### config.mk
export PLATFORM = sky130hd
export DESIGN_NAME = baro_temp_pressure_compensation_unit
export DESIGN_NICKNAME = d
export VERILOG_FILES = /design/src/hw/rtl/btpc_pkg.sv /design/src/hw/rtl/baro_temp_pressure_compensation_unit.sv /design/src/hw/rtl/btpc_div.sv
export SDC_FILE = /design/constraint.sdc
export NUM_CORES = 2
export LEC_CHECK = 0
export BUFFER_PORTS_ARGS = -buffer_cell sky130_fd_sc_hd__buf_4
export CAP_MARGIN = 20
export CORE_MARGIN = 2
export CORE_UTILIZATION = 55
export CTS_CLUSTER_DIAMETER = 30
export DETAILED_ROUTE_END_ITERATION = 8
export MAX_ROUTING_LAYER = met4
export PLACE_DENSITY = 0.72
export REMOVE_ABC_BUFFERS = 1
export SLEW_MARGIN = 25
export SYNTH_ARGS = -nofsm -noshare
export SYNTH_HDL_FRONTEND = slang
export SYNTH_SLANG_ARGS = --single-unit
### constraint.sdc
create_clock -name i_clk -period 26.2 [get_ports i_clk]
set_clock_uncertainty 0.05 [all_clocks]
set_input_delay 5.24 -clock i_clk [delete_from_list [all_inputs] [get_ports i_clk]]
set_output_delay 5.24 -clock i_clk [all_outputs]
set_load 0.005 [all_outputs]
### src/hw/rtl/btpc_pkg.sv
`timescale 1ns / 1ps
package btpc_pkg;
    localparam int RawW  = 19;
    localparam int DataW = 32;
    localparam int CfgW  = 48;
    localparam int IdxW  = 3;

    localparam logic [IdxW-1:0] RegAc1Ac3 = 3'd0;
    localparam logic [IdxW-1:0] RegAc4Ac6 = 3'd1;
    localparam logic [IdxW-1:0] RegB1B2   = 3'd2;
    localparam logic [IdxW-1:0] RegMcMd   = 3'd3;
    localparam logic [IdxW-1:0] RegOss    = 3'd4;

    localparam logic [DataW-1:0] KB6Off  = 32'd4000;
    localparam logic [DataW-1:0] KC3038  = 32'd3038;
    localparam logic [DataW-1:0] KCm7357 = 32'hFFFF_E343;
    localparam logic [DataW-1:0] KC3791  = 32'd3791;
    localparam logic [DataW-1:0] K50000  = 32'd50000;
    localparam logic [DataW-1:0] KSign   = 32'h8000_0000;
    localparam logic [DataW-1:0] K32768  = 32'd32768;

    typedef enum logic [1:0] {
        DIV_IDLE,
        DIV_RUN,
        DIV_DONE
    } t_div_state;

    typedef enum logic [4:0] {
        S_IDLE,
        S_T0, S_T1, S_T2,
        S_P0, S_P1, S_P2, S_P3, S_P4, S_P5, S_P6, S_P7, S_P8,
        S_P9, S_P10, S_P11, S_P12, S_P13,
        S_OUT
    } t_state;

    typedef struct packed {
        logic             start;
        logic [DataW-1:0] num;
        logic [DataW-1:0] den;
    } t_div_req;

    typedef struct packed {
        logic             done;
        logic [DataW-1:0] quo;
    } t_div_rsp;

    function automatic logic [DataW-1:0] sx16(input logic [15:0] v);
        return {{16{v[15]}}, v};
    endfunction

    function automatic logic [DataW-1:0] asr(input logic [DataW-1:0] v,
                                             input logic [4:0] n);
        return DataW'($signed(v) >>> n);
    endfunction
endpackage

### src/hw/rtl/baro_temp_pressure_compensation_unit.sv
`timescale 1ns / 1ps
// Accepted items run through the sequencer to o_m_tvalid: a temperature item
// through T0-T2, a pressure item through P0-P13; a zero divisor ends early.
// Each full item makes one pass of the bit-serial divider, from its start request
// to its done state; the other steps share one 32x32 multiplier, at most one per step.
// Throughput: one item in flight; the next item is accepted only once the result
// has been taken. Reset: calibration 0, oversampling 1, B5 0.
module baro_temp_pressure_compensation_unit (
    input  logic                         i_clk,
    input  logic                         i_rst_n,
    input  logic                         i_s_tvalid,
    output logic                         o_s_tready,
    // [18:0] raw_value, rest zero
    input  logic [23:0]                  i_s_tdata,
    // [0] mode
    input  logic                         i_s_tuser,
    output logic                         o_m_tvalid,
    input  logic                         i_m_tready,
    // [31:0] compensated
    output logic [31:0]                  o_m_tdata,
    // [0] result_kind, [1] divide_fault
    output logic [1:0]                   o_m_tuser,
    input  logic                         i_cfg_we,
    input  logic [btpc_pkg::IdxW-1:0]    i_cfg_idx,
    input  logic [btpc_pkg::CfgW-1:0]    i_cfg_data
);
    localparam int W = btpc_pkg::DataW;

    // calibration registers
    logic [47:0] r_ac13, r_ac46;
    logic [31:0] r_b12, r_mcmd;
    logic [1:0]  r_oss;

    always_ff @(posedge i_clk) begin
        if (!i_rst_n) begin
            r_ac13 <= '0; r_ac46 <= '0; r_b12 <= '0; r_mcmd <= '0;
            r_oss  <= 2'd1;
        end else if (i_cfg_we) begin
            case (i_cfg_idx)
                btpc_pkg::RegAc1Ac3: r_ac13 <= i_cfg_data;
                btpc_pkg::RegAc4Ac6: r_ac46 <= i_cfg_data;
                btpc_pkg::RegB1B2:   r_b12  <= i_cfg_data[31:0];
                btpc_pkg::RegMcMd:   r_mcmd <= i_cfg_data[31:0];
                btpc_pkg::RegOss:    r_oss  <= i_cfg_data[1:0];
                default: ;
            endcase
        end
    end

    wire [W-1:0] w_ac1 = btpc_pkg::sx16(r_ac13[47:32]);
    wire [W-1:0] w_ac2 = btpc_pkg::sx16(r_ac13[31:16]);
    wire [W-1:0] w_ac3 = btpc_pkg::sx16(r_ac13[15:0]);
    wire [W-1:0] w_ac4 = {16'd0, r_ac46[47:32]};
    wire [W-1:0] w_ac5 = {16'd0, r_ac46[31:16]};
    wire [W-1:0] w_ac6 = {16'd0, r_ac46[15:0]};
    wire [W-1:0] w_b1  = btpc_pkg::sx16(r_b12[31:16]);
    wire [W-1:0] w_b2  = btpc_pkg::sx16(r_b12[15:0]);
    wire [W-1:0] w_mc  = btpc_pkg::sx16(r_mcmd[31:16]);
    wire [W-1:0] w_md  = btpc_pkg::sx16(r_mcmd[15:0]);

    btpc_pkg::t_state r_state, n_state;
    // r_a/r_c hold the running x1/x3/b3/b7 terms, r_b holds b4
    logic [W-1:0] r_raw, r_b5, r_b6, r_sq, r_a, r_b, r_c, r_p, r_out;
    logic         r_mode, r_neg, r_fault;

    btpc_pkg::t_div_req w_req;
    btpc_pkg::t_div_rsp w_rsp;

    btpc_div u_div (.i_clk(i_clk), .i_rst_n(i_rst_n), .i_req(w_req), .o_rsp(w_rsp));

    // shared multiplier, operands picked by the sequencer step
    logic [W-1:0] w_ma, w_mb, w_prod;
    assign w_prod = w_ma * w_mb;

    assign o_s_tready = (r_state == btpc_pkg::S_IDLE);
    assign o_m_tvalid = (r_state == btpc_pkg::S_OUT);
    wire w_acc = i_s_tvalid && o_s_tready;

    // temperature: den = x1 + md, numerator mc << 11, signed quotient rebuilt from magnitudes
    wire [W-1:0] w_den_t = r_a + w_md;
    wire [W-1:0] w_mc11  = {w_mc[20:0], 11'd0};
    wire [W-1:0] w_x2    = r_neg ? -w_rsp.quo : w_rsp.quo;
    wire [W-1:0] w_b5    = r_a + w_x2;
    // b3 = trunc(r_c / 4): bias negative values by 3 before the arithmetic shift
    wire [W-1:0] w_b3    = r_c[W-1] ? btpc_pkg::asr(r_c + 32'd3, 5'd2)
                                    : {2'b00, r_c[W-1:2]};
    wire [W-1:0] w_ps    = btpc_pkg::asr(r_p, 5'd8);
    wire [W-1:0] w_k50   = btpc_pkg::K50000 >> r_oss;

    always_comb begin
        n_state = r_state;
        w_req   = '0;
        w_ma    = '0;
        w_mb    = '0;
        case (r_state)
            btpc_pkg::S_IDLE: begin
                if (w_acc) n_state = i_s_tuser ? btpc_pkg::S_P0 : btpc_pkg::S_T0;
            end
            btpc_pkg::S_T0: begin             // (raw - ac6) * ac5
                w_ma    = r_raw - w_ac6;
                w_mb    = w_ac5;
                n_state = btpc_pkg::S_T1;
            end
            btpc_pkg::S_T1: begin             // divisor check, start |mc<<11| / |den|
                if (w_den_t == '0) begin
                    n_state = btpc_pkg::S_OUT;
                end else begin
                    w_req.start = 1'b1;
                    w_req.num   = w_mc11[W-1] ? -w_mc11 : w_mc11;
                    w_req.den   = w_den_t[W-1] ? -w_den_t : w_den_t;
                    n_state     = btpc_pkg::S_T2;
                end
            end
            btpc_pkg::S_T2: begin
                if (w_rsp.done) n_state = btpc_pkg::S_OUT;
            end
            btpc_pkg::S_P0: begin             // b6 * b6
                w_ma    = r_b6;
                w_mb    = r_b6;
                n_state = btpc_pkg::S_P1;
            end
            btpc_pkg::S_P1: begin             // b2 * sq
                w_ma    = w_b2;
                w_mb    = r_sq;
                n_state = btpc_pkg::S_P2;
            end
            btpc_pkg::S_P2: begin             // ac2 * b6
                w_ma    = w_ac2;
                w_mb    = r_b6;
                n_state = btpc_pkg::S_P3;
            end
            btpc_pkg::S_P3: n_state = btpc_pkg::S_P4;
            btpc_pkg::S_P4: begin             // ac3 * b6
                w_ma    = w_ac3;
                w_mb    = r_b6;
                n_state = btpc_pkg::S_P5;
            end
            btpc_pkg::S_P5: begin             // b1 * sq
                w_ma    = w_b1;
                w_mb    = r_sq;
                n_state = btpc_pkg::S_P6;
            end
            btpc_pkg::S_P6: begin             // ac4 * (x3 + 32768)
                w_ma    = w_ac4;
                w_mb    = r_a + btpc_pkg::K32768;
                n_state = btpc_pkg::S_P7;
            end
            btpc_pkg::S_P7: begin             // (raw - b3) * (50000 >> oss)
                w_ma    = r_raw - r_c;
                w_mb    = w_k50;
                n_state = btpc_pkg::S_P8;
            end
            btpc_pkg::S_P8: begin             // b4 check, start b7*2/b4 or b7/b4
                if (r_b == '0) begin
                    n_state = btpc_pkg::S_OUT;
                end else begin
                    w_req.start = 1'b1;
                    w_req.num   = (r_a < btpc_pkg::KSign) ? {r_a[W-2:0], 1'b0} : r_a;
                    w_req.den   = r_b;
                    n_state     = btpc_pkg::S_P9;
                end
            end
            btpc_pkg::S_P9: begin
                if (w_rsp.done) n_state = btpc_pkg::S_P10;
            end
            btpc_pkg::S_P10: begin            // ps * ps
                w_ma    = w_ps;
                w_mb    = w_ps;
                n_state = btpc_pkg::S_P11;
            end
            btpc_pkg::S_P11: begin            // x1 * 3038
                w_ma    = r_a;
                w_mb    = btpc_pkg::KC3038;
                n_state = btpc_pkg::S_P12;
            end
            btpc_pkg::S_P12: begin            // -7357 * p
                w_ma    = btpc_pkg::KCm7357;
                w_mb    = r_p;
                n_state = btpc_pkg::S_P13;
            end
            btpc_pkg::S_P13: n_state = btpc_pkg::S_OUT;
            btpc_pkg::S_OUT: begin
                if (i_m_tready) n_state = btpc_pkg::S_IDLE;
            end
            default: n_state = btpc_pkg::S_IDLE;
        endcase
    end

    always_ff @(posedge i_clk) begin
        if (!i_rst_n) begin
            r_state <= btpc_pkg::S_IDLE;
            r_b5    <= '0;
        end else begin
            r_state <= n_state;
            case (r_state)
                btpc_pkg::S_IDLE: begin
                    if (w_acc) begin
                        r_mode  <= i_s_tuser;
                        r_raw   <= W'(i_s_tdata[btpc_pkg::RawW-1:0]);
                        r_fault <= 1'b0;
                        r_out   <= '0;
                        r_b6    <= r_b5 - btpc_pkg::KB6Off;
                    end
                end
                btpc_pkg::S_T0: r_a <= btpc_pkg::asr(w_prod, 5'd15);
                btpc_pkg::S_T1: begin
                    // zero divisor: fault, value 0, B5 kept
                    if (w_den_t == '0) r_fault <= 1'b1;
                    r_neg <= w_mc11[W-1] ^ w_den_t[W-1];
                end
                btpc_pkg::S_T2: begin
                    if (w_rsp.done) begin
                        r_b5  <= w_b5;
                        r_out <= btpc_pkg::asr(w_b5 + 32'd8, 5'd4);
                    end
                end
                btpc_pkg::S_P0: r_sq <= btpc_pkg::asr(w_prod, 5'd12);
                btpc_pkg::S_P1: r_a  <= btpc_pkg::asr(w_prod, 5'd11);
                btpc_pkg::S_P2: r_a  <= r_a + btpc_pkg::asr(w_prod, 5'd11);
                btpc_pkg::S_P3: r_c  <= (({w_ac1[W-3:0], 2'b00} + r_a) << r_oss) + 32'd2;
                btpc_pkg::S_P4: begin
                    r_c <= w_b3;
                    r_a <= btpc_pkg::asr(w_prod, 5'd13);
                end
                btpc_pkg::S_P5: r_a <= btpc_pkg::asr(r_a + btpc_pkg::asr(w_prod, 5'd16) + 32'd2,
                                                     5'd2);
                btpc_pkg::S_P6: r_b <= w_prod >> 15;
                btpc_pkg::S_P7: r_a <= w_prod;
                btpc_pkg::S_P8: begin
                    if (r_b == '0) r_fault <= 1'b1;
                end
                btpc_pkg::S_P9: begin
                    if (w_rsp.done) begin
                        r_p <= (r_a < btpc_pkg::KSign) ? w_rsp.quo
                                                       : {w_rsp.quo[W-2:0], 1'b0};
                    end
                end
                btpc_pkg::S_P10: r_a <= w_prod;
                btpc_pkg::S_P11: r_a <= btpc_pkg::asr(w_prod, 5'd16);
                btpc_pkg::S_P12: r_c <= btpc_pkg::asr(w_prod, 5'd16);
                btpc_pkg::S_P13: r_out <= r_p + btpc_pkg::asr(r_a + r_c + btpc_pkg::KC3791,
                                                              5'd4);
                default: ;
            endcase
        end
    end

    assign o_m_tdata = r_out;
    assign o_m_tuser = {r_fault, r_mode};
endmodule

### src/hw/rtl/btpc_div.sv
`timescale 1ns / 1ps
// Unsigned restoring divider, one quotient bit per cycle.
module btpc_div (
    input  logic                i_clk,
    input  logic                i_rst_n,
    input  btpc_pkg::t_div_req  i_req,
    output btpc_pkg::t_div_rsp  o_rsp
);
    localparam int W = btpc_pkg::DataW;

    btpc_pkg::t_div_state r_state, n_state;
    logic [W-1:0]         r_rem, r_quo, r_den;
    logic [4:0]           r_cnt;
    logic [W:0]           w_trial;
    logic [W:0]           w_sh;

    always_comb begin
        w_sh    = {r_rem, r_quo[W-1]};
        w_trial = w_sh - {1'b0, r_den};
        n_state = r_state;
        case (r_state)
            btpc_pkg::DIV_IDLE: if (i_req.start) n_state = btpc_pkg::DIV_RUN;
            btpc_pkg::DIV_RUN:  if (r_cnt == 5'd0) n_state = btpc_pkg::DIV_DONE;
            btpc_pkg::DIV_DONE: n_state = btpc_pkg::DIV_IDLE;
            default:            n_state = btpc_pkg::DIV_IDLE;
        endcase
    end

    always_ff @(posedge i_clk) begin
        if (!i_rst_n) begin
            r_state <= btpc_pkg::DIV_IDLE;
        end else begin
            r_state <= n_state;
        end
        if (r_state == btpc_pkg::DIV_IDLE && i_req.start) begin
            r_rem <= '0;
            r_quo <= i_req.num;
            r_den <= i_req.den;
            r_cnt <= 5'd31;
        end else if (r_state == btpc_pkg::DIV_RUN) begin
            r_cnt <= r_cnt - 5'd1;
            if (!w_trial[W]) begin
                r_rem <= w_trial[W-1:0];
                r_quo <= {r_quo[W-2:0], 1'b1};
            end else begin
                r_rem <= w_sh[W-1:0];
                r_quo <= {r_quo[W-2:0], 1'b0};
            end
        end
    end

    assign o_rsp.done = (r_state == btpc_pkg::DIV_DONE);
    assign o_rsp.quo  = r_quo;
endmodule
==> results_dict.tcl <==
set metrics [dict create \
    status "finished, violations left" \
    violations "design-rule violations" \
    top_regs "r_ac13 x48, r_ac46 x48" \
    core_um2 103600 \
    synth-seq-cells 521 \
    hold_path.class "reg -> reg" \
    cp-end-kind "flip-flop" \
    finalSetupViolations 0 \
    drive_gt1_frac 0.09845 \
    cp-start-kind "flip-flop" \
    cp_slowest_cell "o21ai_0" \
    dieHeight_um 327.4 \
    final_max_slew_viol_count 0 \
    syn_area_per_cell_um2 8.616 \
    fp.dieW_um 327.4 \
    worst_pin_slew_ns 1.171 \
    finalHoldViolations 0 \
    grt_pass1_vias 50710 \
    crit_type "reg -> reg" \
    grt_start_max_net_pins 74 \
    synth_edf_count 283 \
    port_buffers 111 \
    synth_cells 6677 \
    synth_ff_type "edfxtp_1" \
    cts_sinks 521 \
    place_area_um2 60320 \
    cts_inserted_buffers 130 \
    vias 53120 \
    clk_latency_ns 0.77 \
    path_max_fanout 30 \
    synth_cell_types 110 \
    h-tree-depth 4 \
    clock.fmax_mhz 63.07 \
    cp_top_family "adder cells" \
    clock_tree.root_cell "clkbuf_16" \
    routed_wl_um 220500 \
    critPathBufInv 5 \
    overflow 0 \
    final.min_clock_period_ns 15.86 \
    antenna_found_initial 18 \
    fin_area_um2 65060 \
    async_flop_share 0 \
    drcViolationCount 3 \
    critPathMaxStageDelay_ns 0.89 \
    yosysSeqAreaShare 0.2306 \
    num_rows 118 \
    worst_ep_required_time_ns 26.60 \
    detail_route.first_pass.iterations 9 \
    wl_per_cell_um 26.59 \
    pin_count 117 \
    yosysWarnings 0 \
    cp_common_cell "xnor2_1" \
    cp.arrival_ns 16.26 \
    cap_viol_max_count 0 \
    rsz0062_at_grt "no" \
    nNetsFinal 7749 \
    fin_crit_sh 0.6052 \
    globalplace.congestion 1.046 \
    syn_to_final_growth_pct 13.09 \
    hpwlAfterDp_um 160900 \
    grt_pass1_wl_um 323200 \
    finalSetupTns_ns 0 \
    hold_buffers 0 \
    drtIter0Drc 6421 \
    die_area_um2 107200 \
    fillCellCount 8783 \
    post_cts_resized 0 \
    routed_via_density 6.406 \
    clk_pin_slew_ns 0.05 \
    clock_path_buffers 3 \
    ant_nets 0 \
    cts_tree "yes" \
    netlist_area_um2 57530 \
    slew_headroom 0.2195 \
    grt.total_usage 0.4195 \
    initial_core_util 0.5550 \
    post_cts_buffers 0 \
]
[cells in the mapped netlist, types with 91 or more instances]
library cell / count / area share
a21boi_0: 209 / 0.027
a21oi_1: 228 / 0.020
clkbuf_1: 237 / 0.015
dfxtp_1: 238 / 0.083
edfxtp_1: 283 / 0.15
fa_1: 426 / 0.15
ha_1: 462 / 0.10
inv_1: 679 / 0.044
nand2_1: 931 / 0.061
nand2b_1: 91 / 0.0099
nand3_1: 119 / 0.010
nor2_1: 549 / 0.036
nor3_1: 97 / 0.0084
o21ai_0: 231 / 0.020
xnor2_1: 317 / 0.048
xor2_1: 175 / 0.027
[area by class of cell]
class                   count  area [um^2]  area share
diodes                     25        62.56   0.0009616
clock buffers             153         3411     0.05243
clock inverters            86         1226     0.01885
inverters                 682         2560     0.03935
multi-input cells        5183        40840      0.6277
flip-flops and latches    521        13270      0.2039
well taps                1380         1727     0.02654
repair buffers            262         1971     0.03029
[stage by stage]
step	utilization	instances	hold slack (ns)	setup WS, ns
2_1_floorplan	-	6386	0.3581	11.30
3_3_place_gp	0.5819	8026	0.3663	10.87
3_5_place_dp	0.5820	8026	0.3713	10.94
4_1_cts	0.6267	8265	0.3831	10.85
5_1_grt	0.6274	8280	0.3889	9.997
6_report	0.6277	8292	0.3829	10.34
[worst paths after layout]
kind	from	to	slack (ns)	cells past startpoint
setup / recovery	r_c[0]	r_a[30]	10.34	52
hold / removal	r_b5[1]	r_b6[1]	0.38	0
setup reg to reg	r_c[0]	r_a[30]	10.34	52
hold reg to reg	r_b5[1]	r_b6[1]	0.38	0
[placed cells by master, fill, tap and decap left out, types with 41 or more instances in the layout]
| cell | count |
|---|---|
| clkbuf_16 | 131 |
| nand2b_1 | 90 |
| buf_4 | 261 |
| a22oi_1 | 73 |
| and2_1 | 58 |
| xnor2_1 | 315 |
| xor2_1 | 175 |
| nor3_1 | 95 |
| fa_1 | 426 |
| a21boi_0 | 208 |
| and3_1 | 56 |
| mux2i_1 | 79 |
| o22ai_1 | 84 |
| a21o_1 | 78 |
| nor2b_1 | 64 |
| mux2_2 | 58 |
| or2_2 | 42 |
| nand3_1 | 119 |
| ha_1 | 462 |
| nand2_1 | 930 |
| edfxtp_1 | 283 |
| or3_1 | 54 |
| a221oi_1 | 41 |
| dfxtp_1 | 236 |
| nor2_1 | 544 |
| o21ai_0 | 231 |
| a21oi_1 | 225 |
| inv_1 | 679 |
[kinds of logic after synthesis]
family / share of synthesized area
buffers and inverters: 0.06473
AND/OR/NAND/NOR: 0.1778
XOR/XNOR: 0.07915
AO/OA/AOI/OAI: 0.1714
adder cells (fa/ha/maj): 0.2487
flip-flops: 0.2306
multiplexers: 0.02764
[worst register-to-register path, delay by kind of cell (launching register included)]
kind	cells	cell delay, ns
adders and majority gates	12	5.26
xor gates and xnor gates	17	3.87
AOI/OAI and AO/OA	12	3.45
and+or+nand+nor	6	1.61
buffers and inverters	5	0.75
DFF	1	0.59
[layer usage]
layer,global-route usage,share of wire,vias to the layer above
met4,0.3135,0.091,0
met5,-,0,-
met2,0.5978,0.42,3306
met3,0.1284,0.12,958
li1,-,-,23360
met1,0.4973,0.36,25490
Power is left out: the tool's default activity adds up to more than one toggle a clock period on the data nets, which glitch-free logic cannot reach.
